==> config.mk <==
export PLATFORM = sky130hd
export DESIGN_NAME = adag_front
export DESIGN_NICKNAME = d
export VERILOG_FILES = /design/src/adag_pkg.sv /design/src/adag_fifo.sv /design/src/adag_front.sv
export SDC_FILE = /design/constraint.sdc
export NUM_CORES = 1
export LEC_CHECK = 0
export BUFFER_PORTS_ARGS = -buffer_cell sky130_fd_sc_hd__buf_4
export CORE_MARGIN = 3
export CORE_UTILIZATION = 55
export CTS_BUF_LIST = sky130_fd_sc_hd__clkbuf_4 sky130_fd_sc_hd__clkbuf_8
export DETAILED_ROUTE_END_ITERATION = 10
export PLACE_DENSITY = 0.85
export SYNTH_ARGS = -nofsm -noshare
export SYNTH_HDL_FRONTEND = slang
export SYNTH_HIERARCHICAL = 1
export SYNTH_SLANG_ARGS = --single-unit
==> constraint.sdc <==
create_clock -name clk_i -period 11.55 [get_ports clk_i]
set_input_delay 1.155 -clock clk_i [delete_from_list [all_inputs] [get_ports clk_i]]
set_output_delay 1.155 -clock clk_i [all_outputs]
set_load 0.005 [all_outputs]
==> src/adag_pkg.sv <==
// Shared types and constants for the array descriptor address generator.
// No dependencies; used by every module of the block but adag_fifo.
`default_nettype none
package adag_pkg;

  // Operation codes of an input item
  localparam logic [1:0] OP_HEADER = 2'd0;
  localparam logic [1:0] OP_BOUND  = 2'd1;
  localparam logic [1:0] OP_QUERY  = 2'd2;

  localparam int IdW   = 4;
  localparam int BaseW = 31;
  localparam int SizeW = 16;
  localparam int DimW  = 4;
  localparam int ValW  = 16;
  localparam int AddrW = 32;

  // Classified item passed from front to back
  typedef struct packed {
    logic [1:0]              op;
    logic [IdW-1:0]          id;
    logic [BaseW-1:0]        base;
    logic [SizeW-1:0]        size;
    logic [DimW-1:0]         cnt;
    logic signed [ValW-1:0]  lower;
    logic signed [ValW-1:0]  upper;
    logic signed [ValW-1:0]  subscript;
  } item_t;

  typedef struct packed {
    logic [IdW-1:0]   id;
    logic [AddrW-1:0] addr;
  } result_t;

  typedef enum logic [2:0] {
    ST_IDLE,
    ST_DECODE,
    ST_QMUL,
    ST_QACC,
    ST_FIN_RD,
    ST_FIN_INIT,
    ST_FIN_MUL,
    ST_FIN_ACC
  } state_e;

endpackage
`default_nettype wire

==> src/adag_fifo.sv <==
// Two-entry register queue used between the block's parts.
// No package dependency.
`default_nettype none
module adag_fifo #(
  parameter int WIDTH = 8
) (
  input  wire logic             clk_i,
  input  wire logic             rst_ni,
  input  wire logic             push_i,
  input  wire logic [WIDTH-1:0] data_i,
  output logic                  full_o,
  input  wire logic             pop_i,
  output logic [WIDTH-1:0]      data_o,
  output logic                  empty_o
);

  logic [WIDTH-1:0] mem_q [2];
  logic             wr_ptr_q, rd_ptr_q;
  logic [1:0]       count_q;
  logic             do_push, do_pop;

  assign full_o  = (count_q == 2'd2);
  assign empty_o = (count_q == 2'd0);
  assign do_push = push_i && !full_o;
  assign do_pop  = pop_i && !empty_o;
  assign data_o  = mem_q[rd_ptr_q];

  // Advance pointers and occupancy
  always_ff @(posedge clk_i or negedge rst_ni) begin
    if (!rst_ni) begin
      wr_ptr_q <= 1'b0;
      rd_ptr_q <= 1'b0;
      count_q  <= 2'd0;
    end else begin
      if (do_push) wr_ptr_q <= ~wr_ptr_q;
      if (do_pop)  rd_ptr_q <= ~rd_ptr_q;
      if (do_push && !do_pop)      count_q <= count_q + 2'd1;
      else if (do_pop && !do_push) count_q <= count_q - 2'd1;
    end
  end

  // Hold payload
  always_ff @(posedge clk_i) begin
    if (do_push) mem_q[wr_ptr_q] <= data_i;
  end

endmodule
`default_nettype wire

==> src/adag_front.sv <==
// Front part: accepts input items, drops meaningless ones, saturates the
// dimension count and queues the rest. Depends on adag_pkg and adag_fifo.
`default_nettype none
module adag_front #(
  parameter int MAX_ARRAYS = 16,
  parameter int MAX_DIMS   = 10
) (
  input  wire logic                             clk_i,
  input  wire logic                             rst_ni,
  input  wire logic                             push_i,
  output logic                                  full_o,
  input  wire logic [1:0]                       operation_i,
  input  wire logic [adag_pkg::IdW-1:0]         array_id_i,
  input  wire logic [adag_pkg::BaseW-1:0]       base_address_i,
  input  wire logic [adag_pkg::SizeW-1:0]       element_size_i,
  input  wire logic [adag_pkg::DimW-1:0]        dimension_count_i,
  input  wire logic signed [adag_pkg::ValW-1:0] lower_bound_i,
  input  wire logic signed [adag_pkg::ValW-1:0] upper_bound_i,
  input  wire logic signed [adag_pkg::ValW-1:0] subscript_i,
  input  wire logic                             item_pop_i,
  output adag_pkg::item_t                       item_o,
  output logic                                  item_empty_o
);

  adag_pkg::item_t item;
  logic            keep;

  // Classify: saturate the dimension count, drop unknown operations and out-of-range arrays
  always_comb begin
    item.op        = operation_i;
    item.id        = array_id_i;
    item.base      = base_address_i;
    item.size      = element_size_i;
    item.cnt       = (32'(dimension_count_i) > MAX_DIMS) ?
                     adag_pkg::DimW'(MAX_DIMS) : dimension_count_i;
    item.lower     = lower_bound_i;
    item.upper     = upper_bound_i;
    item.subscript = subscript_i;
    keep = (32'(array_id_i) < MAX_ARRAYS) &&
           (operation_i == adag_pkg::OP_HEADER || operation_i == adag_pkg::OP_BOUND ||
            operation_i == adag_pkg::OP_QUERY);
  end

  adag_fifo #(.WIDTH($bits(adag_pkg::item_t))) u_queue (
    .clk_i   (clk_i),
    .rst_ni  (rst_ni),
    .push_i  (push_i && keep),
    .data_i  (item),
    .full_o  (full_o),
    .pop_i   (item_pop_i),
    .data_o  (item_o),
    .empty_o (item_empty_o)
  );

endmodule
`default_nettype wire

Word level (Yosys, flattened, before mapping). Memories as Yosys holds them, arrays and structs flattened. Cells that the tools add are included.

$add $sub $neg: 2. Magnitude comparators: 1. Equality and inequality tests: 3. Multiplexer cells: 5. Bitwise logic cells: 2. Reduce and logical (&&, ||, !) cells: 14.

Operator list (count): logical AND 1 bit (5); equality test 2 bit, second input constant (2); greater-than comparator 4 bit, second input constant (1); zero test 1 bit (4); zero test 2 bit (2); 2-to-1 mux 2 bit (2); 2-to-1 mux 4 bit (1); adder 2 x 1 -> 2 bit, second input constant (1); equality test 2 x 1 -> 1 bit, second input constant (1); logical OR 1 bit (2); 2-to-1 mux 1 bit (2); inverter 1 bit (2); nonzero test 2 bit (1); subtractor 2 x 1 -> 2 bit, second input constant (1).

Register bits: 4. RAM bits: 210. Input bits: 109. Output and inout port bits: 107. Word-level logic and storage cells: 31. Memories kept: 1.

Memories: u_queue.mem_q (depth 2, bits a word 105, read ports 1, clocked after Yosys merged registers in 0, write ports 1, RTL line adag_fifo.sv:17) `logic [WIDTH-1:0] mem_q [2];`.

Depth between registers and ports, before layout.
Word-level depth: 9. Mapped depth: 7. Depth with buffers taken out: 7.

By module. The synthesis kept the hierarchy.

Modules (own cells, without submodules): adag_fifo (instances 1, cells an instance 346, area each 7932.6 µm², sequential area each 6406.1 µm²); adag_front (instances 1, cells an instance 6, area each 40.0 µm², sequential area each 0.0 µm²).

Worst setup path before layout. No wires, ideal clock.

Kind: in2reg. From: in push_i. To: mem u_queue/mem_q[0][0] in the netlist's numbering (enable). Library setup time: 0.570 ns. Data arrival time: 5.845 ns. Data required time: 10.980 ns. Setup slack: 5.135 ns. Stages on the path: 3. Path buffers: 0. Cells stage by stage: a21boi_0 nand2_1 nor2_1.

Cells in the longest elaborated chain, start to end: 4.

Ends and longest elaborated chain: start: declaration (RTL line adag_front.sv:10) `input wire logic push_i,`; logical AND 1 bit (RTL line adag_front.sv:47) `.push_i (push_i && keep),`; logical AND 1 bit (RTL line adag_fifo.sv:24) `assign do_push = push_i && !full_o;`; 2-to-1 mux 1 bit (RTL line adag_fifo.sv:44) `if (do_push) mem_q[wr_ptr_q] <= data_i;`; 2-to-1 mux 1 bit (not written as such) (RTL line adag_fifo.sv:44); end: declaration (RTL line adag_fifo.sv:17).

No other way between the ends.

==> impl_metrics.tcl <==
set metrics [dict create \
    hpwl_mm 9.669 \
    dieArea_um2 15980 \
    grt_first_pass_wirelength_mm 22.11 \
    synth-seq-cells 214 \
    top_usage_layer "met2" \
    ir_worst_vdd_v 0.0001964 \
    synthTopCellsByArea "edfxtp_1 79%, mux2_2 9.2%, mux2_4 7.5%" \
    gr-usage-met3_pct 5.768 \
    hold_violations 0 \
    drv_slew 0 \
    critPathMaxFanout 61 \
    synth-seq-area-share_pct 80.35 \
    drive_gt1_share_pct 61.17 \
    h-tree-depth 2 \
    drt_wl_total_mm 14.42 \
    grt_overflow 0 \
    yosysWarnings 6 \
    min_period_ps 3982 \
    rows 43 \
    port_buffers 215 \
    timing.hold.ws_ps 456.4 \
    layoutNonFillerInstCount 798 \
    post_cts_buffers 0 \
    cts_sinks 214 \
    power.internal_mw 1.759 \
    grt_pass1_vias 4395 \
    path_cells "buf_4 > mux2_2 > buf_4" \
    p_per_area_nw_per_um2 228.0 \
    finalCritPeriodShare_pct 34.48 \
    clkTransAtPathRegs_ps 50 \
    rsz0062_at_grt "false" \
    gp_congestion 0.7942 \
    critPathLaunchType "flip-flop" \
    synth_nets 462 \
    outcome "finished clean" \
    n_antenna_cell 0 \
    worst-r2r-setup-slack_ps 8910 \
    final_common_cell "buf_4" \
    fmax_mhz 251.1 \
    fin_tns_setup_ps 0 \
    grt_usage_pct 17.69 \
    tritoncts "yes" \
    drc 0 \
    p_switching_uw 610.4 \
    crit_path_frequent_cell "buf_4" \
    vias_per_cell 5.117 \
    cp-end-kind "output port" \
    clkPwrFrac_pct 24.5 \
    synth.distinct_cells 21 \
    grt_max_degree 90 \
    critPathRequiredTime_ps 10400 \
    power.share.switching_pct 25.76 \
    cts_resized 0 \
    grt_util_met2_pct 29.83 \
    grt.met1_usage_pct 20.93 \
    firstDrtPassIters 4 \
    numCtsBuffers 34 \
    final_cell_area_um2 10390 \
    grt_antenna_before_repair 0 \
    dp.cells 738 \
    start_util_pct 56.78 \
    fin_skew_ps 24.86 \
    wl_per_cell_um 18.07 \
    nNetsFinal 704 \
    min_path_type "in2async" \
    netlist_instances 352 \
    ant_nets 0 \
    setup_viol 0 \
    syn_area_um2 7973 \
    die_y_um 126.4 \
    worst-slew-pin-transition_ps 1211 \
    io-pin-count 216 \
    dr.first_iter.drc_count 168 \
    layout_common_cells "219 x buf_4, 210 x edfxtp_1, 65 x mux2_2" \
    combinationalPowerShare_pct 29.3 \
    die_x_um 126.4 \
    core_area_um2 14040 \
    max_slew_margin_pct 19.24 \
    max_stage_delay_ps 920 \
    cts_buffer_depth 3 \
    clock_latency_ps 490 \
    cap_violations 0 \
    synth_top_cell_by_area "edfxtp_1" \
    dpl_cell_area_um2 9757 \
    synth_top_area_share_pct 79.10 \
    syn2layout_area_growth_pct 30.32 \
    leakage_nw 4.027 \
    crit_slowest_cell "dfrtp_4" \
    clockRootBuffer "clkbuf_8" \
    cts_hold_buf 0 \
    p_seq_share_pct 46.2 \
    crit_arrival_ps 2830 \
    crit_type "reg2out" \
    postLayoutCoreUtil_pct 73.99 \
    vias 4083 \
    postSynthAreaPerCell_um2 22.65 \
]
-- worst max-delay path: cells and delay by family, from the launching register on --
family | cells | cell delay, ps
flops | 1 | 920
buf+inv | 2 | 920
mux | 1 | 440
-- registers in the layout, indices dropped and copies added, names as in the netlist --
signal and cells:
u_queue/mem_q 210, u_queue/count_q 2, u_queue/rd_ptr_q 1, u_queue/wr_ptr_q 1
-- power by group through the flow --
stage | clock, mW | combinational, mW | sequential [mW]
6_report | 0.581 | 0.694 | 1.09
5_1_grt | 0.630 | 0.743 | 1.11
4_1_cts | 0.597 | 0.705 | 1.10
3_5_place_dp | 0 | 0.701 | 1.11
3_3_place_gp | 0 | 0.689 | 1.10
2_1_floorplan | 0 | 0.420 | 1.08
-- cells by family after synthesis --
family / synth area share, %
flip-flops: 80.35
multiplexers: 16.71
buffers and inverters: 1.365
AND/OR/NAND/NOR: 0.5337
XOR/XNOR: 0.5494
AO/OA/AOI/OAI: 0.3295
adder cells (fa/ha/maj): 0.1569
-- through the flow --
step | power [mW] | setup WS (ps)
6_report | 2.369 | 7568
5_1_grt | 2.482 | 7412
4_1_cts | 2.399 | 7506
3_5_place_dp | 1.812 | 7949
3_3_place_gp | 1.791 | 8071
2_1_floorplan | 1.496 | 5135
-- worst paths after layout --
kind / startpoint / endpoint / cells after the start
min: rst_ni / u_queue/rd_ptr_q$_DFFE_PN0P_ / 1
max reg2reg: u_queue/count_q[0]$_DFFE_PN0P_ / u_queue/mem_q[0][92]$_DFFE_PP_ / 5
min reg2reg: u_queue/count_q[1]$_DFFE_PN0P_ / u_queue/count_q[1]$_DFFE_PN0P_ / 1
max in group asynchronous: rst_ni / u_queue/wr_ptr_q$_DFFE_PN0P_ / 1
max: u_queue/rd_ptr_q$_DFFE_PN0P_ / item_o[33] / 3
min in group clk_i: u_queue/count_q[1]$_DFFE_PN0P_ / u_queue/count_q[1]$_DFFE_PN0P_ / 1
-- cell usage after synthesis, drive strengths merged --
master  count
a21boi      1
a21o        1
and2        1
and2b       1
and3        1
buf        12
clkbuf      1
dfrtp       4
edfxtp    210
ha          1
inv         2
mux2      105
nand2       1
nand2b      1
nor2        3
o21ai       2
xnor2       3
xor2        2
-- cell type report --
class                           instances  area, um^2
Multi-Input combinational cell        123        1470
Tap cell                              180       225.2
Inverter                                2       7.507
Clock inverter                         14       56.30
Sequential cell                       214        6410
Clock buffer                           46       576.8
Fill cell                             838        3652
Timing Repair Buffer                  219        1644
-- metal layers --
layer	routed length (um)	up-vias
li1	-	1871
met1	5378	1981
met2	7317	190
met3	1281	41
met4	447	0
met5	0	-
Power figures use the tool's default switching activity.
