--- config.mk ---
export PLATFORM = sky130hd
export DESIGN_NAME = adag_fifo
export DESIGN_NICKNAME = d
export VERILOG_FILES = /design/src/adag_fifo.sv
export SDC_FILE = /design/constraint.sdc
export NUM_CORES = 1
export LEC_CHECK = 0
export BUFFER_PORTS_ARGS = -buffer_cell sky130_fd_sc_hd__buf_2
export CAP_MARGIN = 10
export CORE_AREA = 2 2 44 46
export CTS_CLUSTER_DIAMETER = 100
export DETAILED_ROUTE_END_ITERATION = 12
export DIE_AREA = 0 0 46 48
export GPL_TIMING_DRIVEN = 0
export PLACE_DENSITY = 0.72
export REMOVE_ABC_BUFFERS = 1
export SLEW_MARGIN = 30
export SYNTH_ARGS = -nofsm -noshare
export SYNTH_HDL_FRONTEND = slang
export SYNTH_SLANG_ARGS = --single-unit
--- constraint.sdc ---
create_clock -name clk_i -period 2 [get_ports clk_i]
set_input_delay 0.3 -clock clk_i [delete_from_list [all_inputs] [get_ports clk_i]]
set_output_delay 0.3 -clock clk_i [all_outputs]
set_load 0.05 [all_outputs]
--- src/adag_fifo.sv ---
// Two-entry register queue used between the block's parts.
// No package dependency.
`default_nettype none
module adag_fifo #(
  parameter int WIDTH = 8
) (
  input  wire logic             clk_i,
  input  wire logic             rst_ni,
  input  wire logic             push_i,
  input  wire logic [WIDTH-1:0] data_i,
  output logic                  full_o,
  input  wire logic             pop_i,
  output logic [WIDTH-1:0]      data_o,
  output logic                  empty_o
);

  logic [WIDTH-1:0] mem_q [2];
  logic             wr_ptr_q, rd_ptr_q;
  logic [1:0]       count_q;
  logic             do_push, do_pop;

  assign full_o  = (count_q == 2'd2);
  assign empty_o = (count_q == 2'd0);
  assign do_push = push_i && !full_o;
  assign do_pop  = pop_i && !empty_o;
  assign data_o  = mem_q[rd_ptr_q];

  // Advance pointers and occupancy
  always_ff @(posedge clk_i or negedge rst_ni) begin
    if (!rst_ni) begin
      wr_ptr_q <= 1'b0;
      rd_ptr_q <= 1'b0;
      count_q  <= 2'd0;
    end else begin
      if (do_push) wr_ptr_q <= ~wr_ptr_q;
      if (do_pop)  rd_ptr_q <= ~rd_ptr_q;
      if (do_push && !do_pop)      count_q <= count_q + 2'd1;
      else if (do_pop && !do_push) count_q <= count_q - 2'd1;
    end
  end

  // Hold payload
  always_ff @(posedge clk_i) begin
    if (do_push) mem_q[wr_ptr_q] <= data_i;
  end

endmodule
`default_nettype wire

After elaboration in Yosys (flattened, before gate mapping)
Memories as Yosys holds them, arrays and structs flattened.
Cells that the tools add are included.
{"block": "word_totals", "ramBits": 16, "ff_bits": 4, "memories": 1, "output_inout_bits": 10}
{"block": "classes", "bitwise_logic": 2, "eq_ne": 1, "addsub": 2, "reduce_logical": 10, "muxes": 4}
{"memory": "mem_q", "words": 2, "width": 8, "rd": 1, "rd_ports_with_merged_regs": 0, "write_ports": 1, "line_no": "17", "source": "logic [WIDTH-1:0] mem_q [2];"}
{"cell": "logical AND 1 bit", "count": 4}
{"cell": "zero test 1 bit", "count": 4}
{"cell": "two-way mux 2 bit", "count": 2}
{"cell": "adder 2 x 1 -> 2 bit, second input constant", "count": 1}
{"cell": "== test 2 bit, second input constant", "count": 1}
{"cell": "zero test 2 bit", "count": 1}
{"cell": "two-way mux 1 bit", "count": 2}
{"cell": "NOT 1 bit", "count": 2}
{"cell": "nonzero test 2 bit", "count": 1}
{"cell": "subtractor 2 x 1 -> 2 bit, second input constant", "count": 1}

Longest topological paths before layout
Gate-level depths: netlist of run 1.
{"block": "depth", "word_depth": 7, "mapped_depth": 7, "depth_no_buf": 7}

Least setup slack after synthesis of run 1
Ideal clock, no wire load.
{"block": "synth_path", "path_kind": "reg2reg", "startpoint": "register count_q[0]", "endpoint": "memory mem_q[0][0], enable pin", "setup_ns": 0.370, "path_slack_ns": 0.608, "required_ns": 1.630, "path_stages_with_launch": 4, "arrival_ns": 1.022, "n_path_buf": 0, "path_cell_list": "dfrtp_1 nand2b_1 nand2_2 nor2_1"}
{"block": "synth_via", "elab_chain_len": 5}
{"element": "start: declaration", "line_no": "19", "source": "logic [1:0] count_q;"}
{"element": "start signal: assignment", "line_no": "37", "source": "if (do_push && !do_pop) count_q <= count_q + 2'd1;"}
{"element": "start signal: assignment", "line_no": "38", "source": "else if (do_pop && !do_push) count_q <= count_q - 2'd1;"}
{"element": "== test 2 bit", "line_no": "22", "source": "assign full_o = (count_q == 2'd2);"}
{"element": "zero test 1 bit", "line_no": "24", "source": "assign do_push = push_i && !full_o;"}
{"element": "logical AND 1 bit", "line_no": "24"}
{"element": "two-way mux 1 bit", "line_no": "44", "source": "if (do_push) mem_q[wr_ptr_q] <= data_i;"}
{"element": "two-way mux 1 bit (implied by the code)", "line_no": "44"}
{"element": "end: declaration", "line_no": "17"}
No other way between the ends.

Worst setup path in the final report of run 1
{"block": "layout_path", "startpoint": "register rd_ptr_q", "endpoint": "output port data_o[7]"}
{"block": "layout_via", "elab_chain_len": 1}
{"element": "start: declaration", "line_no": "18", "source": "logic wr_ptr_q, rd_ptr_q;"}
{"element": "start signal: assignment", "line_no": "36", "source": "if (do_pop) rd_ptr_q <= ~rd_ptr_q;"}
{"element": "memory (2 x 8 bit)"}
{"element": "end: declaration", "line_no": "13", "source": "output logic [WIDTH-1:0] data_o,"}
No other way between the ends.

==> results.sh, run 1 <==
export IMPL_status="completed"
export IMPL_critPathRequiredTime_ns=1.70
export IMPL_placementRows=15
export IMPL_post_synth_top_area_cell="edfxtp_1"
export IMPL_antenna_found_initial=0
export IMPL_synth_area_um2=782.0
export IMPL_synth_simple_area_share_pct=3.840
export IMPL_min_path_type="in -> reg"
export IMPL_clock_path_buffers=2
export IMPL_pwr_share_comb_pct=44.2
export IMPL_worstSetupEndpoint="data_o[7]"
export IMPL_clock_sinks=20
export IMPL_clk_pin_slew_ns=0.10
export IMPL_cts_htree_levels=1
export IMPL_critPathKind="reg -> out"
export IMPL_finalMaxSlewViolations=0
export IMPL_crit_path_start="rd_ptr_q$_DFFE_PN0P_"
export IMPL_fin_util_pct=56.22
export IMPL_syn_to_final_growth_pct=21.44
export IMPL_syn_area_per_cell_um2=17.77
export IMPL_synth_warning_count=0
export IMPL_rr_startpoint="count_q[0]$_DFFE_PN0P_"
export IMPL_start_util_pct=46.30
export IMPL_synth_top_family_by_area="multiplexers"
export IMPL_drive_above_1_share_pct=42.03
export IMPL_grt_ovfl_total=0
export IMPL_period_share_pct=89.09
export IMPL_slew_headroom_pct=53.10
export IMPL_intPower_w=0.0009093
export IMPL_finalSetupViolCount=0
export IMPL_synth_area_leaders="edfxtp_1, dfrtp_1, mux2_1, mux2_2, xnor2_1"
export IMPL_seq_power_share_pct=41.9
export IMPL_hold_viol=0
export IMPL_power_density_nw_per_um2=1692
export IMPL_end_kind="primary output"
export IMPL_portBuffers=21
export IMPL_yosys_register_bits=20
export IMPL_p_sw_share_pct=43.42
export IMPL_routed_wl_mm=1.174
export IMPL_r2r_cells=3
export IMPL_nNetsFinal=83
export IMPL_ir_drop_v=0.0008574
export IMPL_die_h_um=48
export IMPL_synth_compound_area_share_pct=0.6400
export IMPL_path_max_fanout=9
export IMPL_antenna_left=0
export IMPL_synth_top_area_share_pct=61.44
export IMPL_synthAdderAreaFrac_pct=1.600
export IMPL_track_usage_pct=11.84
export IMPL_tns_ns=0
export IMPL_drt_pass1_iter_count=3
export IMPL_drtIter0Drc=9
export IMPL_dp_cells=81
export IMPL_core_um2=1689
export IMPL_drc=0
export IMPL_pwr_share_clk_pct=13.8
export IMPL_vias=424
export IMPL_grt_pass1_vias=404
export IMPL_netSwitchingPower_w=0.0006977
export IMPL_globalplace_congestion=0.6269
export IMPL_cts_tree="done"
export IMPL_min_period_ns=1.782
export IMPL_fill_cells=147
export IMPL_worst_skew_pair_late_latency_ns=0.29
export IMPL_post_dp_hpwl_um=848.5
export IMPL_clock_skew_ns=0.003411
export IMPL_synth_mux_area_share_pct=11.52
export IMPL_grt_max_degree=12
export IMPL_rr_endpoint="mem_q[0][2]$_DFFE_PP_"
export IMPL_grt_pass1_wl_mm=1.697
export IMPL_wire_per_inst_um=13.65
export IMPL_worstSetupStartpointType="flip-flop"
export IMPL_cp_arrival_ns=1.48
export IMPL_synth_cell_types=15
export IMPL_layout_cells_non_filler=86
export IMPL_final_setup_worst_slack_ns=0.2182
export IMPL_p_leak_nw=0.3994
export IMPL_cts_made_buffers=3
export IMPL_tightest_slew_ns=0.7010
export IMPL_seq_area_frac_synth_pct=74.24
export IMPL_root_buffer="clkbuf_4"
export IMPL_die_x_um=46
export IMPL_synthCells=44
export IMPL_die_area_um2=2208
export IMPL_most_common_layout_cells="buf_2, edfxtp_1, mux2_1"
export IMPL_rsz0062_at_grt="no"
export IMPL_num_antenna_cells=0
export IMPL_ioPinCount=22
export IMPL_pre_cts_ws_ns=0.3370
export IMPL_synth_xor_area_share_pct=6.560
export IMPL_cap_violations=0
export IMPL_post_cts_resized=0
export IMPL_fmax_mhz=561.2
export IMPL_worst_hold_slack_ns=0.1923
export IMPL_routed_via_density=4.930
export IMPL_r2r_slack_ns=0.34
export IMPL_final_common_cell="buf_2"
[repair_timing]
item | 4_1_cts | 5_1_grt
hold endpoints to repair | 4 | 0
setup buffers | 0 | 0
hold buffers | 1 | 0
endpoints found under the setup margin | 0 | 0
[sequential cells by signal, indices dropped and copies added, names as in the netlist]
name	count
mem_q	16
wr_ptr_q	1
rd_ptr_q	1
count_q	2
[final cells by class]
class | count | area, µm² | area share (%)
multi-input combinational | 21 | 188.9 | 19.89
tap | 17 | 21.27 | 2.240
timing repair buffer | 22 | 115.1 | 12.12
sequential | 20 | 580.6 | 61.13
clock buffer | 4 | 36.28 | 3.821
inverter | 2 | 7.507 | 0.7905
[power groups by stage]
stage | clock [W] | combinational (W) | sequential [W]
2_1_floorplan | 0 | 0.000582 | 0.000659
3_3_place_gp | 0 | 0.000703 | 0.000678
3_5_place_dp | 0 | 0.000715 | 0.000685
4_1_cts | 0.000237 | 0.000721 | 0.000678
5_1_grt | 0.000250 | 0.000751 | 0.000692
6_report | 0.000222 | 0.000711 | 0.000674
[worst max-delay path: stages, from the launching register on]
cell and delay [ns]:
dfrtp_1 0.59, mux2_2 0.39, buf_2 0.21
[kinds of logic (layout without fill, tap and decap cells)]
| kind of cell | Yosys count | in the layout |
|---|---|---|
| AND/OR/NAND/NOR | 6 | 6 |
| AO/OA/AOI/OAI | 1 | 1 |
| flip-flops | 20 | 20 |
| multiplexers | 8 | 8 |
| XOR/XNOR | 5 | 5 |
| buffers and inverters | 3 | 28 |
| adder cells (fa/ha/maj) | 1 | 1 |
[Yosys cell counts (all sizes together)]
| library cell | count |
|---|---|
| and3 | 1 |
| buf | 1 |
| dfrtp | 4 |
| edfxtp | 16 |
| ha | 1 |
| inv | 2 |
| mux2 | 8 |
| nand2 | 1 |
| nand2b | 1 |
| nor2 | 3 |
| o21ai | 1 |
| xnor2 | 3 |
| xor2 | 2 |
[how the worst min path moves through the flow]
| stage | startpoint | depth (start not counted) | end | slack, ns |
|---|---|---|---|---|
| 2_1_floorplan | rst_ni | 0 | count_q[0]$_DFFE_PN0P_ | 0.004 |
| 3_3_place_gp | rst_ni | 1 | wr_ptr_q$_DFFE_PN0P_ | 0.11 |
| 3_5_place_dp | rst_ni | 1 | wr_ptr_q$_DFFE_PN0P_ | 0.11 |
| 4_1_cts | data_i[7] | 1 | mem_q[0][7]$_DFFE_PP_ | 0.18 |
| 5_1_grt | data_i[0] | 1 | mem_q[1][0]$_DFFE_PP_ | 0.17 |
| 6_report | data_i[7] | 1 | mem_q[0][7]$_DFFE_PP_ | 0.19 |
[metal layers]
metal  GRT usage (%)  up-vias  wire length [µm]
met2           18.33       15               614
met4           8.571        0                19
met1           13.17      198               462
met5               0        -                 0
li1                -      209                 -
met3           4.906        2                77
[stage by stage]
stage | cell area, µm² | total power, W
final | 949.7 | 0.001607
after detailed placement | 903.4 | 0.001401
after floorplan | 777.0 | 0.001242
after global placement | 903.4 | 0.001381
after global routing | 949.7 | 0.001694
after CTS | 949.7 | 0.001635
(Power assumes the default switching activity.)
==> run 2, diff against run 1 <==
Settings changed: CORE_AREA 2 2 44 46 to 2 2 42 44, CTS_CLUSTER_SIZE from default to 25, DIE_AREA 0 0 46 48 to 0 0 44 46, PLACE_DENSITY 0.72 to 0.78, RECOVER_POWER from default to 100.
Clock period 2 ns to 2.25 ns, I/O delays scaled along.
==> run 2 against run 1 <==
Clock power up 30%. Cell count unchanged. Critical path depth unchanged. Via count down 0.24%. Sequential cell count unchanged. Die area down 8.3%. Critical path type unchanged.
==> results.sh, run 2 (same netlist as run 1, synthesis figures left out) <==
export IMPL_min_path_type="in -> reg"
export IMPL_cp_buffers_inverters=1
export IMPL_fmax_mhz=521.9
export IMPL_globalplace_congestion=0.5811
export IMPL_drive_above_1_share_pct=23.19
export IMPL_pre_cts_ws_ns=0.6359
export IMPL_placementRows=15
export IMPL_largest_reg_flops=16
export IMPL_drt_pass1_iter_count=3
export IMPL_fin_util_pct=58.76
export IMPL_rsz0062_at_grt="no"
export IMPL_crit_family="flip-flops"
export IMPL_start_util_pct=48.45
export IMPL_root_buffer="clkbuf_4"
export IMPL_regMostFlops="mem_q"
export IMPL_cp_arrival_ns=1.58
export IMPL_grt_max_degree=13
export IMPL_portBuffers=21
export IMPL_clk_pin_slew_ns=0.12
export IMPL_clock_path_buffers=2
export IMPL_grt_ovfl_total=0
export IMPL_p_leak_nw=0.3715
export IMPL_tightest_slew_ns=0.6651
export IMPL_cpMaxStageDelayCell="dfrtp_1"
export IMPL_final_setup_worst_slack_ns=0.3338
export IMPL_antenna_left=0
export IMPL_syn_to_final_growth_pct=21.28
export IMPL_cts_made_buffers=3
export IMPL_slowest_delay_ns=0.60
export IMPL_final_common_cell="edfxtp_1"
export IMPL_track_usage_pct=12.76
export IMPL_cp_cell_sequence="mux2_2 -> clkbuf_1"
export IMPL_worstSetupStartpointType="flip-flop"
export IMPL_die_x_um=44
export IMPL_grt_pass1_wl_mm=1.738
export IMPL_drtIter0Drc=7
export IMPL_num_antenna_cells=0
export IMPL_post_dp_hpwl_um=819.6
export IMPL_vias=423
export IMPL_path_max_fanout=9
export IMPL_cap_violations=0
export IMPL_post_cts_resized=0
export IMPL_critPathRequiredTime_ns=1.91
export IMPL_routed_via_density=4.919
export IMPL_cts_htree_levels=1
export IMPL_ioPinCount=22
export IMPL_core_um2=1614
export IMPL_min_period_ns=1.916
export IMPL_wire_per_inst_um=13.95
export IMPL_worst_skew_pair_late_latency_ns=0.30
export IMPL_status="completed"
export IMPL_grt_pass1_vias=430
export IMPL_tns_ns=0
export IMPL_period_share_pct=85.16
export IMPL_finalSetupViolCount=0
export IMPL_power_density_nw_per_um2=1574
export IMPL_fill_cells=147
export IMPL_die_h_um=46
export IMPL_antenna_found_initial=0
export IMPL_clock_sinks=20
export IMPL_critPathKind="reg -> out"
export IMPL_cts_tree="done"
export IMPL_drc=0
export IMPL_finalMaxSlewViolations=0
export IMPL_nNetsFinal=83
export IMPL_worst_hold_slack_ns=0.2211
export IMPL_slew_headroom_pct=55.50
export IMPL_hold_viol=0
export IMPL_clock_skew_ns=0.006244
export IMPL_routed_wl_mm=1.200
export IMPL_end_kind="primary output"
export IMPL_reg_largest_list="mem_q: 16 flops, count_q: 2 flops"
export IMPL_die_area_um2=2024
export IMPL_most_common_layout_cells="edfxtp_1, clkbuf_1, buf_2"
export IMPL_ir_drop_v=0.0008619
run 2: stage by stage:
step	std cells	power [W]	instance area (µm²)
finish	86	0.001492	948.4
global route	86	0.001562	948.4
CTS	86	0.001540	965.9
detailed placement	81	0.001245	903.4
global placement	81	0.001222	903.4
floorplan	43	0.001104	777.0
run 2: cell type report:
type / instances / area, µm² / share of cell area [%]
flip-flops and latches: 20 / 580.6 / 61.21
multi-input cells: 21 / 186.4 / 19.66
repair buffers: 22 / 100.1 / 10.55
clock inverters: 1 / 30.03 / 3.166
clock buffers: 3 / 22.52 / 2.375
well taps: 17 / 21.27 / 2.243
inverters: 2 / 7.507 / 0.7916
run 2: path summary, 6_finish.rpt:
path	from	end	slack [ns]	cells past startpoint
worst max-delay path	rd_ptr_q$_DFFE_PN0P_	data_o[5]	0.33	2
worst min-delay path	data_i[5]	mem_q[0][5]$_DFFE_PP_	0.22	1
worst max register to register	count_q[0]$_DFFE_PN0P_	mem_q[0][2]$_DFFE_PP_	0.62	3
worst min register to register	wr_ptr_q$_DFFE_PN0P_	wr_ptr_q$_DFFE_PN0P_	0.54	1
max in group asynchronous	rst_ni	count_q[0]$_DFFE_PN0P_	1.63	2
min in group asynchronous	rst_ni	wr_ptr_q$_DFFE_PN0P_	0.41	2
run 2: worst reg2reg max path, delay by kind of cell (launching register included):
kind             cells  cell delay (ns)
and+or+nand+nor      3             0.84
DFF                  1             0.43
run 2: timing repair:
item,CTS,global route
hold endpoints to repair,4,0
setup buffers,0,0
hold buffers,1,0
run 2: layer usage:
metal | vias to the layer above | share of wire [%] | wire length, µm | GRT usage (%)
met2 | 13 | 53 | 640 | 22.06
li1 | 207 | - | - | -
met5 | - | 0 | 0 | 0
met4 | 0 | 0.58 | 7 | 9.091
met1 | 201 | 41 | 497 | 13.80
met3 | 2 | 4.5 | 54 | 2.778
run 2: report_power, final:
part           total [W]  switching, W  internal, W  leakage, nW
combinational   0.000605      0.000439     0.000167        0.148
clock           0.000289      0.000109     0.000180       0.0279
sequential      0.000599     0.0000813     0.000517        0.195
